## config.mk

```make
export PLATFORM = sky130hd
export DESIGN_NAME = two_queue_probabilistic_scheduler
export DESIGN_NICKNAME = d
export VERILOG_FILES = /design/src/rtl/tqps_pkg.sv /design/src/rtl/tqps_ram.sv /design/src/rtl/tqps_ctrl.sv /design/src/rtl/tqps_datapath.sv /design/src/rtl/two_queue_probabilistic_scheduler.sv
export SDC_FILE = /design/constraint.sdc
export NUM_CORES = 1
export LEC_CHECK = 0
export BUFFER_PORTS_ARGS = -buffer_cell sky130_fd_sc_hd__buf_2
export CAP_MARGIN = 15
export CORE_ASPECT_RATIO = 1.4
export CORE_MARGIN = 5
export CORE_UTILIZATION = 57
export CTS_CLUSTER_DIAMETER = 80
export CTS_CLUSTER_SIZE = 12
export DETAILED_ROUTE_END_ITERATION = 8
export GPL_ROUTABILITY_DRIVEN = 0
export HOLD_SLACK_MARGIN = 0.03
export PLACE_DENSITY = 0.75
export REMOVE_ABC_BUFFERS = 1
export SLEW_MARGIN = 30
export SYNTH_ARGS = -nofsm -noshare
export SYNTH_HDL_FRONTEND = slang
export SYNTH_SLANG_ARGS = --single-unit
```

## constraint.sdc

```tcl
create_clock -name clk -period 6.85 [get_ports clk]
set_input_delay 0.3425 -clock clk [delete_from_list [all_inputs] [get_ports clk]]
set_output_delay 0.3425 -clock clk [all_outputs]
set_load 0.005 [all_outputs]
```

## src/rtl/tqps_pkg.sv

```systemverilog
// Package for the two-queue probabilistic scheduler.
// Holds widths, reset values, register indexes, codes and the
// controller/datapath interface structs. No dependencies.
package tqps_pkg;

  // default sizes for the top-level parameters
  localparam int DEF_QUEUE_DEPTH = 16;
  localparam int DEF_ID_BITS     = 8;

  // fixed field widths
  localparam int TIME_W   = 16;
  localparam int SHARE_W  = 7;
  localparam int LEAVE_W  = 2;
  localparam int ROUTE_W  = 3;
  localparam int CFG_W    = 16;
  localparam int CFG_IDX_W = 1;

  // configuration register indexes
  localparam logic [CFG_IDX_W-1:0] REG_TIME_LIMIT = 1'd0;
  localparam logic [CFG_IDX_W-1:0] REG_HIGH_SHARE = 1'd1;

  // configuration reset values
  localparam logic [TIME_W-1:0]  TIME_LIMIT_RESET = 16'd100;
  localparam logic [SHARE_W-1:0] HIGH_SHARE_RESET = 7'd80;

  // leave state codes
  localparam logic [LEAVE_W-1:0] LEAVE_READY    = 2'd0;
  localparam logic [LEAVE_W-1:0] LEAVE_BLOCKED  = 2'd1;
  localparam logic [LEAVE_W-1:0] LEAVE_FINISHED = 2'd2;

  // routing report codes
  localparam logic [ROUTE_W-1:0] ROUTE_NONE     = 3'd0;
  localparam logic [ROUTE_W-1:0] ROUTE_HIGH     = 3'd1;
  localparam logic [ROUTE_W-1:0] ROUTE_LOW      = 3'd2;
  localparam logic [ROUTE_W-1:0] ROUTE_BLOCKED  = 3'd3;
  localparam logic [ROUTE_W-1:0] ROUTE_FINISHED = 3'd4;
  localparam logic [ROUTE_W-1:0] ROUTE_ERROR    = 3'd5;

  // pick queue codes
  localparam logic QUEUE_HIGH = 1'b0;
  localparam logic QUEUE_LOW  = 1'b1;

  // controller to datapath
  typedef struct packed {
    logic load;     // input transfer: latch the item
    logic push;     // route and enqueue
    logic pick;     // choose a queue, start the read, pop
    logic capture;  // load the output register
  } cmd_t;

  // datapath to controller
  typedef struct packed {
    logic out_full; // output register holds an untaken result
  } status_t;

endpackage

```

## src/rtl/tqps_ram.sv

```systemverilog
// Generic single-write, single-read RAM with registered read data.
// No dependencies.
module tqps_ram #(
  parameter int WIDTH = 8,
  parameter int DEPTH = 16
) (
  input  logic                     clk,
  input  logic                     wr_en,
  input  logic [$clog2(DEPTH)-1:0] wr_addr,
  input  logic [WIDTH-1:0]         wr_data,
  input  logic                     rd_en,
  input  logic [$clog2(DEPTH)-1:0] rd_addr,
  output logic [WIDTH-1:0]         rd_data
);

  logic [WIDTH-1:0] mem [DEPTH];

  always_ff @(posedge clk) begin
    if (wr_en) begin
      mem[wr_addr] <= wr_data;
    end
    if (rd_en) begin
      rd_data <= mem[rd_addr];
    end
  end

endmodule

```

## src/rtl/tqps_ctrl.sv

```systemverilog
// Sequencing controller for the scheduler: accept, push, pick, capture.
// Depends on tqps_pkg for the command and status structs.
module tqps_ctrl (
  input  logic              clk,
  input  logic              rst,
  input  logic              s_tvalid,
  output logic              s_tready,
  input  logic              m_tready,
  input  tqps_pkg::status_t status,
  output tqps_pkg::cmd_t    cmd
);

  typedef enum logic [3:0] {
    ST_IDLE = 4'b0001,
    ST_PUSH = 4'b0010,
    ST_PICK = 4'b0100,
    ST_CAPT = 4'b1000
  } state_t;

  state_t state, state_next;
  logic   capt_ok;

  // the output register is free, or is being emptied this cycle
  assign capt_ok  = !status.out_full || m_tready;
  assign s_tready = (state == ST_IDLE);

  always_comb begin
    state_next = state;
    cmd        = '0;
    case (state)
      ST_IDLE: begin
        if (s_tvalid) begin
          cmd.load   = 1'b1;
          state_next = ST_PUSH;
        end
      end
      ST_PUSH: begin
        cmd.push   = 1'b1;
        state_next = ST_PICK;
      end
      ST_PICK: begin
        cmd.pick   = 1'b1;
        state_next = ST_CAPT;
      end
      ST_CAPT: begin
        if (capt_ok) begin
          cmd.capture = 1'b1;
          state_next  = ST_IDLE;
        end
      end
      default: begin
        state_next = ST_IDLE;
      end
    endcase
  end

  always_ff @(posedge clk) begin
    if (rst) begin
      state <= ST_IDLE;
    end else begin
      state <= state_next;
    end
  end

endmodule

```

## src/rtl/tqps_datapath.sv

```systemverilog
// Datapath of the scheduler: config registers, item latch, two id FIFOs
// (pointers here, storage in tqps_ram), pick logic and output register.
// Depends on tqps_pkg and tqps_ram.
module tqps_datapath #(
  parameter int QUEUE_DEPTH = tqps_pkg::DEF_QUEUE_DEPTH,
  parameter int ID_BITS     = tqps_pkg::DEF_ID_BITS
) (
  input  logic                             clk,
  input  logic                             rst,
  input  tqps_pkg::cmd_t                   cmd,
  output tqps_pkg::status_t                status,
  // configuration writes
  input  logic                             cfg_wr_en,
  input  logic [tqps_pkg::CFG_IDX_W-1:0]   cfg_index,
  input  logic [tqps_pkg::CFG_W-1:0]       cfg_data,
  // input item fields
  input  logic                             action,
  input  logic [ID_BITS-1:0]               proc_id,
  input  logic [tqps_pkg::LEAVE_W-1:0]     leave_state,
  input  logic [tqps_pkg::TIME_W-1:0]      time_left,
  input  logic [tqps_pkg::SHARE_W-1:0]     random_draw,
  // result
  input  logic                             m_tready,
  output logic                             out_valid,
  output logic                             pick_valid,
  output logic [ID_BITS-1:0]               pick_id,
  output logic                             pick_queue,
  output logic [tqps_pkg::ROUTE_W-1:0]     routed_to,
  output logic                             overflow
);

  localparam int PTR_W = $clog2(QUEUE_DEPTH);
  localparam int CNT_W = $clog2(QUEUE_DEPTH + 1);
  localparam int SUM_W = CNT_W + 1;
  localparam int PROD_W = tqps_pkg::TIME_W + 3;

  // configuration
  logic [tqps_pkg::TIME_W-1:0]  time_limit;
  logic [tqps_pkg::SHARE_W-1:0] high_share;

  // latched item
  logic                         in_action;
  logic [ID_BITS-1:0]           in_id;
  logic [tqps_pkg::LEAVE_W-1:0] in_leave;
  logic [tqps_pkg::TIME_W-1:0]  in_time;
  logic [tqps_pkg::SHARE_W-1:0] in_draw;

  // queue pointers
  logic [PTR_W-1:0] high_head, low_head;
  logic [CNT_W-1:0] high_count, low_count;

  // per-item results
  logic [tqps_pkg::ROUTE_W-1:0] route;
  logic                         ovf;
  logic                         sel_valid, sel_queue;

  // push side
  logic [PROD_W-1:0] time_x5;
  logic              is_short, is_ready, high_full, low_full;
  logic              high_wr, low_wr;
  logic [SUM_W-1:0]  high_sum, low_sum;
  logic [PTR_W-1:0]  high_slot, low_slot;
  logic [tqps_pkg::ROUTE_W-1:0] route_next;
  logic              ovf_next;

  // pick side
  logic              high_avail, low_avail, take_high, take_low;
  logic [ID_BITS-1:0] high_rdata, low_rdata;

  // 5 * time_left <= time_limit, short-job test
  assign time_x5  = {1'b0, in_time, 2'b00} + {3'b000, in_time};
  assign is_short = time_x5 <= {3'b000, time_limit};
  assign is_ready = in_action && (in_leave == tqps_pkg::LEAVE_READY);

  assign high_full = (high_count == CNT_W'(QUEUE_DEPTH));
  assign low_full  = (low_count == CNT_W'(QUEUE_DEPTH));
  assign high_wr   = cmd.push && is_ready && is_short && !high_full;
  assign low_wr    = cmd.push && is_ready && !is_short && !low_full;

  // tail slot = (head + count) mod depth; the sum stays below twice the depth
  assign high_sum  = SUM_W'(high_head) + SUM_W'(high_count);
  assign low_sum   = SUM_W'(low_head) + SUM_W'(low_count);
  assign high_slot = (high_sum >= SUM_W'(QUEUE_DEPTH)) ?
                     PTR_W'(high_sum - SUM_W'(QUEUE_DEPTH)) : PTR_W'(high_sum);
  assign low_slot  = (low_sum >= SUM_W'(QUEUE_DEPTH)) ?
                     PTR_W'(low_sum - SUM_W'(QUEUE_DEPTH)) : PTR_W'(low_sum);

  always_comb begin
    route_next = tqps_pkg::ROUTE_NONE;
    ovf_next   = 1'b0;
    if (in_action) begin
      case (in_leave)
        tqps_pkg::LEAVE_READY: begin
          route_next = is_short ? tqps_pkg::ROUTE_HIGH : tqps_pkg::ROUTE_LOW;
          ovf_next   = is_short ? high_full : low_full;
        end
        tqps_pkg::LEAVE_BLOCKED:  route_next = tqps_pkg::ROUTE_BLOCKED;
        tqps_pkg::LEAVE_FINISHED: route_next = tqps_pkg::ROUTE_FINISHED;
        default:                  route_next = tqps_pkg::ROUTE_ERROR;
      endcase
    end
  end

  // pick order: high on a winning draw, else low, else high as fallback
  assign high_avail = (high_count != '0);
  assign low_avail  = (low_count != '0);
  assign take_high  = (in_draw < high_share && high_avail) || (!low_avail && high_avail);
  assign take_low   = !take_high && low_avail;

  tqps_ram #(.WIDTH(ID_BITS), .DEPTH(QUEUE_DEPTH)) u_high_ram (
    .clk     (clk),
    .wr_en   (high_wr),
    .wr_addr (high_slot),
    .wr_data (in_id),
    .rd_en   (cmd.pick && take_high),
    .rd_addr (high_head),
    .rd_data (high_rdata)
  );

  tqps_ram #(.WIDTH(ID_BITS), .DEPTH(QUEUE_DEPTH)) u_low_ram (
    .clk     (clk),
    .wr_en   (low_wr),
    .wr_addr (low_slot),
    .wr_data (in_id),
    .rd_en   (cmd.pick && take_low),
    .rd_addr (low_head),
    .rd_data (low_rdata)
  );

  // config registers
  always_ff @(posedge clk) begin
    if (rst) begin
      time_limit <= tqps_pkg::TIME_LIMIT_RESET;
      high_share <= tqps_pkg::HIGH_SHARE_RESET;
    end else if (cfg_wr_en) begin
      case (cfg_index)
        tqps_pkg::REG_TIME_LIMIT: time_limit <= cfg_data;
        tqps_pkg::REG_HIGH_SHARE: high_share <= cfg_data[tqps_pkg::SHARE_W-1:0];
        default: ;
      endcase
    end
  end

  // item latch and per-item payload
  always_ff @(posedge clk) begin
    if (cmd.load) begin
      in_action <= action;
      in_id     <= proc_id;
      in_leave  <= leave_state;
      in_time   <= time_left;
      in_draw   <= random_draw;
    end
    if (cmd.push) begin
      route <= route_next;
      ovf   <= ovf_next;
    end
    if (cmd.pick) begin
      sel_valid <= take_high || take_low;
      sel_queue <= take_low ? tqps_pkg::QUEUE_LOW : tqps_pkg::QUEUE_HIGH;
    end
    if (cmd.capture) begin
      pick_valid <= sel_valid;
      pick_queue <= sel_valid ? sel_queue : tqps_pkg::QUEUE_HIGH;
      pick_id    <= !sel_valid ? '0 :
                    (sel_queue == tqps_pkg::QUEUE_LOW) ? low_rdata : high_rdata;
      routed_to  <= route;
      overflow   <= ovf;
    end
  end

  // queue pointers and output valid
  always_ff @(posedge clk) begin
    if (rst) begin
      high_head  <= '0;
      low_head   <= '0;
      high_count <= '0;
      low_count  <= '0;
      out_valid  <= 1'b0;
    end else begin
      if (high_wr) begin
        high_count <= high_count + CNT_W'(1);
      end
      if (low_wr) begin
        low_count <= low_count + CNT_W'(1);
      end
      if (cmd.pick && take_high) begin
        high_count <= high_count - CNT_W'(1);
        high_head  <= (high_head == PTR_W'(QUEUE_DEPTH - 1)) ? '0 : high_head + PTR_W'(1);
      end
      if (cmd.pick && take_low) begin
        low_count <= low_count - CNT_W'(1);
        low_head  <= (low_head == PTR_W'(QUEUE_DEPTH - 1)) ? '0 : low_head + PTR_W'(1);
      end
      if (cmd.capture) begin
        out_valid <= 1'b1;
      end else if (m_tready) begin
        out_valid <= 1'b0;
      end
    end
  end

  assign status.out_full = out_valid;

`ifndef NO_ASSERTIONS
  a_high_bound: assert property (@(posedge clk) disable iff (rst)
    high_count <= CNT_W'(QUEUE_DEPTH))
    else $error("high queue count beyond depth");

  a_low_bound: assert property (@(posedge clk) disable iff (rst)
    low_count <= CNT_W'(QUEUE_DEPTH))
    else $error("low queue count beyond depth");

  a_pop_nonempty: assert property (@(posedge clk) disable iff (rst)
    cmd.pick && (take_high || take_low) |=> sel_valid)
    else $error("pop not reported as a valid pick");

  a_ovf_route: assert property (@(posedge clk) disable iff (rst)
    cmd.push && ovf_next |->
      (route_next == tqps_pkg::ROUTE_HIGH || route_next == tqps_pkg::ROUTE_LOW))
    else $error("overflow without a queue route");
`endif

endmodule

```

## src/rtl/two_queue_probabilistic_scheduler.sv

```systemverilog
// Two-queue probabilistic scheduler. Each input transfer may return a process
// from the CPU: a preempted one is queued high when 5 * time_left <= time_limit,
// else low (dropped with overflow set if that queue is full); blocked, finished
// and invalid states are only reported. Then one id is popped: from the high
// queue when random_draw < high_share and it is non-empty, else from the low
// queue, else from the high queue, else none. Every input transfer yields
// exactly one result transfer. An item passes through accept, enqueue, pick
// with the queue memory read, and output capture; the enqueue-before-pick order
// and the registered memory read set this order. The next input is accepted once
// the controller has returned to idle after the output capture. A finished
// result waits in the output register without blocking the next input; that
// next item's capture stalls until the output register is taken.
// No clearing pass at reset.
// Depends on tqps_pkg, tqps_ctrl, tqps_datapath, tqps_ram.
module two_queue_probabilistic_scheduler #(
  parameter int QUEUE_DEPTH = tqps_pkg::DEF_QUEUE_DEPTH,
  parameter int ID_BITS     = tqps_pkg::DEF_ID_BITS,
  parameter int S_TDATA_W   = ((ID_BITS + 25 + 7) / 8) * 8,
  parameter int M_TDATA_W   = ((ID_BITS + 5 + 7) / 8) * 8
) (
  input  logic                           clk,
  input  logic                           rst,
  // configuration
  input  logic                           cfg_wr_en,
  input  logic [tqps_pkg::CFG_IDX_W-1:0] cfg_index,
  input  logic [tqps_pkg::CFG_W-1:0]     cfg_data,
  // input stream
  input  logic                           s_tvalid,
  output logic                           s_tready,
  input  logic [S_TDATA_W-1:0]           s_tdata,  // proc_id, leave_state, time_left, random_draw
  input  logic                           s_tuser,  // action
  // result stream
  output logic                           m_tvalid,
  input  logic                           m_tready,
  output logic [M_TDATA_W-1:0]           m_tdata,  // pick_id, pick_queue, routed_to, overflow
  output logic                           m_tuser   // pick_valid
);

  localparam int LEAVE_LO = ID_BITS;
  localparam int TIME_LO  = LEAVE_LO + tqps_pkg::LEAVE_W;
  localparam int DRAW_LO  = TIME_LO + tqps_pkg::TIME_W;

  tqps_pkg::cmd_t    cmd;
  tqps_pkg::status_t status;

  logic                         pick_valid, pick_queue, overflow;
  logic [ID_BITS-1:0]           pick_id;
  logic [tqps_pkg::ROUTE_W-1:0] routed_to;

  tqps_ctrl u_ctrl (
    .clk      (clk),
    .rst      (rst),
    .s_tvalid (s_tvalid),
    .s_tready (s_tready),
    .m_tready (m_tready),
    .status   (status),
    .cmd      (cmd)
  );

  tqps_datapath #(.QUEUE_DEPTH(QUEUE_DEPTH), .ID_BITS(ID_BITS)) u_dp (
    .clk         (clk),
    .rst         (rst),
    .cmd         (cmd),
    .status      (status),
    .cfg_wr_en   (cfg_wr_en),
    .cfg_index   (cfg_index),
    .cfg_data    (cfg_data),
    .action      (s_tuser),
    .proc_id     (s_tdata[ID_BITS-1:0]),
    .leave_state (s_tdata[TIME_LO-1:LEAVE_LO]),
    .time_left   (s_tdata[DRAW_LO-1:TIME_LO]),
    .random_draw (s_tdata[DRAW_LO+tqps_pkg::SHARE_W-1:DRAW_LO]),
    .m_tready    (m_tready),
    .out_valid   (m_tvalid),
    .pick_valid  (pick_valid),
    .pick_id     (pick_id),
    .pick_queue  (pick_queue),
    .routed_to   (routed_to),
    .overflow    (overflow)
  );

  assign m_tdata = M_TDATA_W'({overflow, routed_to, pick_queue, pick_id});
  assign m_tuser = pick_valid;

endmodule
```

==> reports/metrics.yaml <==
synth:
  seq_area_frac_synth_pct: 67.03
  syn-instance-count: 987
  yosys_register_bits: 372
  synth_async_sr_flop_share_pct: 0
  synthesis.area_sq_um: 15980
  synth_enable_flop_cells: 326
  dominantRegCellSynth: "sky130_fd_sc_hd__edfxtp_1"
  yosysWarningCount: 0
  synthesis.area_per_instance_sq_um: 16.19
  synthDistinctLibCells: 65
critical_path:
  worst-setup-path-type: "register to register"
  worst-endpoint-arrival_ns: 5.51
  timing.critical_path.slowest_stage_cell: "sky130_fd_sc_hd__nor2_1"
  critical_path.startpoint: "u_dp.in_time[4]$_DFFE_PP_"
  critPathLaunchType: "register"
  cp.required_ns: 7.00
  ff_to_ff_start: "u_dp.in_time[4]$_DFFE_PP_"
  crit_path_max_incr_delay_ns: 0.68
  path_max_fanout: 11
  endpoint_kind: "register"
  cp_cell_sequence: "ha_1 > a211oi_2 > o31ai_2 > a221oi_1 > nor2_1 > and2_1 > o21a_1 > nor2_1 > xnor2_1 > ha_1 > and2_1 > nand4_1 > or4_1 > a211oi_2 > and3_4 > nand4_2 > nor2_1"
  critical-path-top-cell-by-count: "sky130_fd_sc_hd__nor2_1"
drt:
  post_drt_via_cell_ratio: 5.913
  postRouteWirelength_um: 32580
  detail_route.iter0.violations: 493
  dr.pass1.iters: 5
  wl_per_cell_um: 21.85
  vias: 8816
  drcViolationCount: 0
  antenna_violating_nets_post_route: 0
timing:
  final_cycle_share_pct: 78.18
  finalSetupViolCount: 0
  final_period_minus_worst_setup_slack_ns: 5.355
  fin_setup_tns_ns: 0
  timing.max_slew.rel_slack_pct: 39.79
  clock-skew-final_ns: 0.01909
  achievable_freq_mhz: 186.7
  final_count_of_hold_timing_violations: 0
  finalMaxSlewViolations: 0
  max_slew.worst_pin.slew_ns: 0.8998
  grt_setup_unrepaired: "false"
worst_hold_path:
  worst_hold_startpoint: "cfg_data[2]"
  hold_path.class: "primary input to register"
clock_network:
  tritoncts_num_sinks: 372
  cts-htree-levels: 2
  clock-root-buffer: "sky130_fd_sc_hd__clkbuf_16"
  cts_tree: "done"
  cts_max_path_buffers: 3
  cts_made_buffers: 36
  clk_latency_ns: 0.54
  cts.repair.resized: 0
  clkSlewWorstSetupHoldPaths_ns: 0.07
pwr:
  power.ir.vdd_worst_uv: 136.8
  fraction_of_power_consumed_by_the_clock_network_pct: 37.1
  power.density_cell_area_nw_per_um2: 260.1
  total_internal_power_uw: 3660
  power_frac_comb_pct: 8.4
  share_seq_of_total_power_pct: 54.5
  switching_power_of_the_nets_uw: 1063
  power.switching_fraction_pct: 22.51
  p_leak_uw: 0.006211
floorplanning:
  starting_density_of_the_core_pct: 57.77
  core_area_sq_um: 27660
  placement_rows: 72
  die-width_um: 151.5
  vertical_extent_of_the_die_um: 208.1
  die_area_sq_um: 31530
  pin_count: 82
layout:
  layout.area.seq_sq_um: 10710
  final.fill_count: 1881
  fin_area_sq_um: 18160
  drive_above_1_share_pct: 20.61
  final_core_utilization_pct: 65.67
  area_growth_pct: 13.67
  multi_input_comb_area_sq_um: 4937
  insertedDiodeCount: 0
  nets: 1227
grt:
  number_of_global_route_vias_before_repair: 9143
  gr-total-overflow: 0
  grt_pass1_wl_um: 50400
  grt_usage_pct: 21.12
  pin_count_of_the_biggest_net_entering_global_routing: 54
  antenna_found_initial: 0
placement:
  dp.final_hpwl_um: 21030
  post_dp_cell_area_sq_um: 16760
  buffer_ports.inserted: 71
run_status:
  run_status: "finished clean"
run:
  max_cap_viol_count: 0
cells by family after synthesis:
kind of cell,synth area share [%]
muxes,11.84
buffers and inverters,2.161
other,0.02347
adders and majority gates,4.542
and+or+nand+nor,7.455
AOI/OAI and AO/OA,5.411
DFF,67.03
xor gates and xnor gates,1.535
final timing paths:
path | slack [ns] | depth (start not counted) | end
setup / recovery | 1.50 | 17 | u_dp.u_high_ram.mem[14][4]$_DFFE_PP_
hold / removal | 0.05 | 2 | u_dp.time_limit[2]$_SDFFE_PP1P_
setup reg to reg | 1.50 | 17 | u_dp.u_high_ram.mem[14][4]$_DFFE_PP_
hold reg to reg | 0.42 | 0 | u_dp.routed_to[1]$_DFFE_PP_
metrics by stage:
stage	instances	hold WS (ns)	setup slack, ns	power, uW
after floorplan	946	0.4003	2.073	2859
after global placement	1397	0.4015	1.592	2973
after global routing	1491	0.04907	1.130	4904
final	1491	0.04839	1.495	4724
after detailed placement	1401	0.4061	1.512	2995
after CTS	1487	0.03133	1.473	4761
cells in the final DEF, fill, tap and decap left out, types with 11 or more instances in the layout:
cell	n
sky130_fd_sc_hd__nor2_1	60
sky130_fd_sc_hd__buf_2	71
sky130_fd_sc_hd__nor2b_1	18
sky130_fd_sc_hd__nand2_1	54
sky130_fd_sc_hd__nand3_1	25
sky130_fd_sc_hd__clkbuf_1	11
sky130_fd_sc_hd__a21o_1	14
sky130_fd_sc_hd__dlygate4sd3_1	36
sky130_fd_sc_hd__mux4_2	80
sky130_fd_sc_hd__edfxtp_1	326
sky130_fd_sc_hd__nand2b_1	11
sky130_fd_sc_hd__ha_1	50
sky130_fd_sc_hd__dfxtp_1	44
sky130_fd_sc_hd__xor2_1	12
sky130_fd_sc_hd__clkbuf_16	36
sky130_fd_sc_hd__inv_1	40
sky130_fd_sc_hd__xnor2_1	16
sky130_fd_sc_hd__a21oi_1	54
state kept, by name, summed over array words and instances, names as in the netlist, 3 cells and up:
name / cells
u_dp.u_high_ram.mem: 128
u_dp.u_low_ram.mem: 128
u_dp.in_time: 16
u_dp.time_limit: 16
u_dp.in_id: 8
u_dp.pick_id: 8
u_dp.u_high_ram.rd_data: 8
u_dp.u_low_ram.rd_data: 8
u_dp.high_share: 7
u_dp.in_draw: 7
u_dp.high_count: 5
u_dp.low_count: 5
u_ctrl.state: 4
u_dp.high_head: 4
u_dp.low_head: 4
u_dp.route: 3
u_dp.routed_to: 3
layer usage:
layer | vias up | global-route usage, % | share of wire, %
met2 | 281 | 37.33 | 53
met3 | 67 | 3.505 | 5.7
met1 | 4390 | 26.22 | 38
li1 | 4078 | - | -
met5 | - | 0 | 0
met4 | 0 | 7.194 | 2.9
cells in the mapped netlist (8+ instances only):
cell | instances | area (sq um)
sky130_fd_sc_hd__edfxtp_1 | 326 | 9789
sky130_fd_sc_hd__mux4_2 | 80 | 1802
sky130_fd_sc_hd__nor2_1 | 61 | 229.0
sky130_fd_sc_hd__a21oi_1 | 54 | 270.3
sky130_fd_sc_hd__nand2_1 | 54 | 202.7
sky130_fd_sc_hd__ha_1 | 50 | 625.6
sky130_fd_sc_hd__dfxtp_1 | 46 | 920.9
sky130_fd_sc_hd__inv_1 | 40 | 150.1
sky130_fd_sc_hd__clkbuf_1 | 29 | 108.9
sky130_fd_sc_hd__nand3_1 | 25 | 125.1
sky130_fd_sc_hd__nor2b_1 | 19 | 118.9
sky130_fd_sc_hd__xnor2_1 | 16 | 140.1
sky130_fd_sc_hd__a21o_1 | 14 | 105.1
sky130_fd_sc_hd__xor2_1 | 12 | 105.1
sky130_fd_sc_hd__nand2b_1 | 11 | 68.82
sky130_fd_sc_hd__o21ai_0 | 10 | 50.05
sky130_fd_sc_hd__mux2i_1 | 9 | 90.09
sky130_fd_sc_hd__nor3_1 | 9 | 45.04
sky130_fd_sc_hd__and2_1 | 8 | 50.05
worst max-delay path, delay by kind of cell (launching register included):
family / cells / cell delay, ns
AND/OR/NAND/NOR: 9 / 2.37
XOR/XNOR: 1 / 0.09
AO/OA/AOI/OAI: 5 / 1.39
flip-flops: 1 / 0.42
adder cells (fa/ha/maj): 2 / 0.69
repair_timing:
item / in CTS / in global routing
hold buffers: 36 / 0
hold endpoints to repair: 36 / 0
setup buffers: 0 / 0
final cells by class:
type / count / share of cell area (%)
sequential: 372 / 58.99
multi-input combinational: 533 / 27.19
clock buffer: 47 / 5.188
timing repair buffer: 125 / 4.995
tap: 370 / 2.549
inverter: 41 / 0.8474
clock inverter: 3 / 0.2480
power groups by stage:
stage | Clock, uW | Sequential [uW] | Combinational, uW
after floorplan | 0 | 2610 | 248
after global placement | 0 | 2640 | 334
after detailed placement | 0 | 2630 | 362
after CTS | 1800 | 2580 | 380
after global routing | 1880 | 2580 | 448
final | 1750 | 2570 | 396
Power figures use the tool's default switching activity.
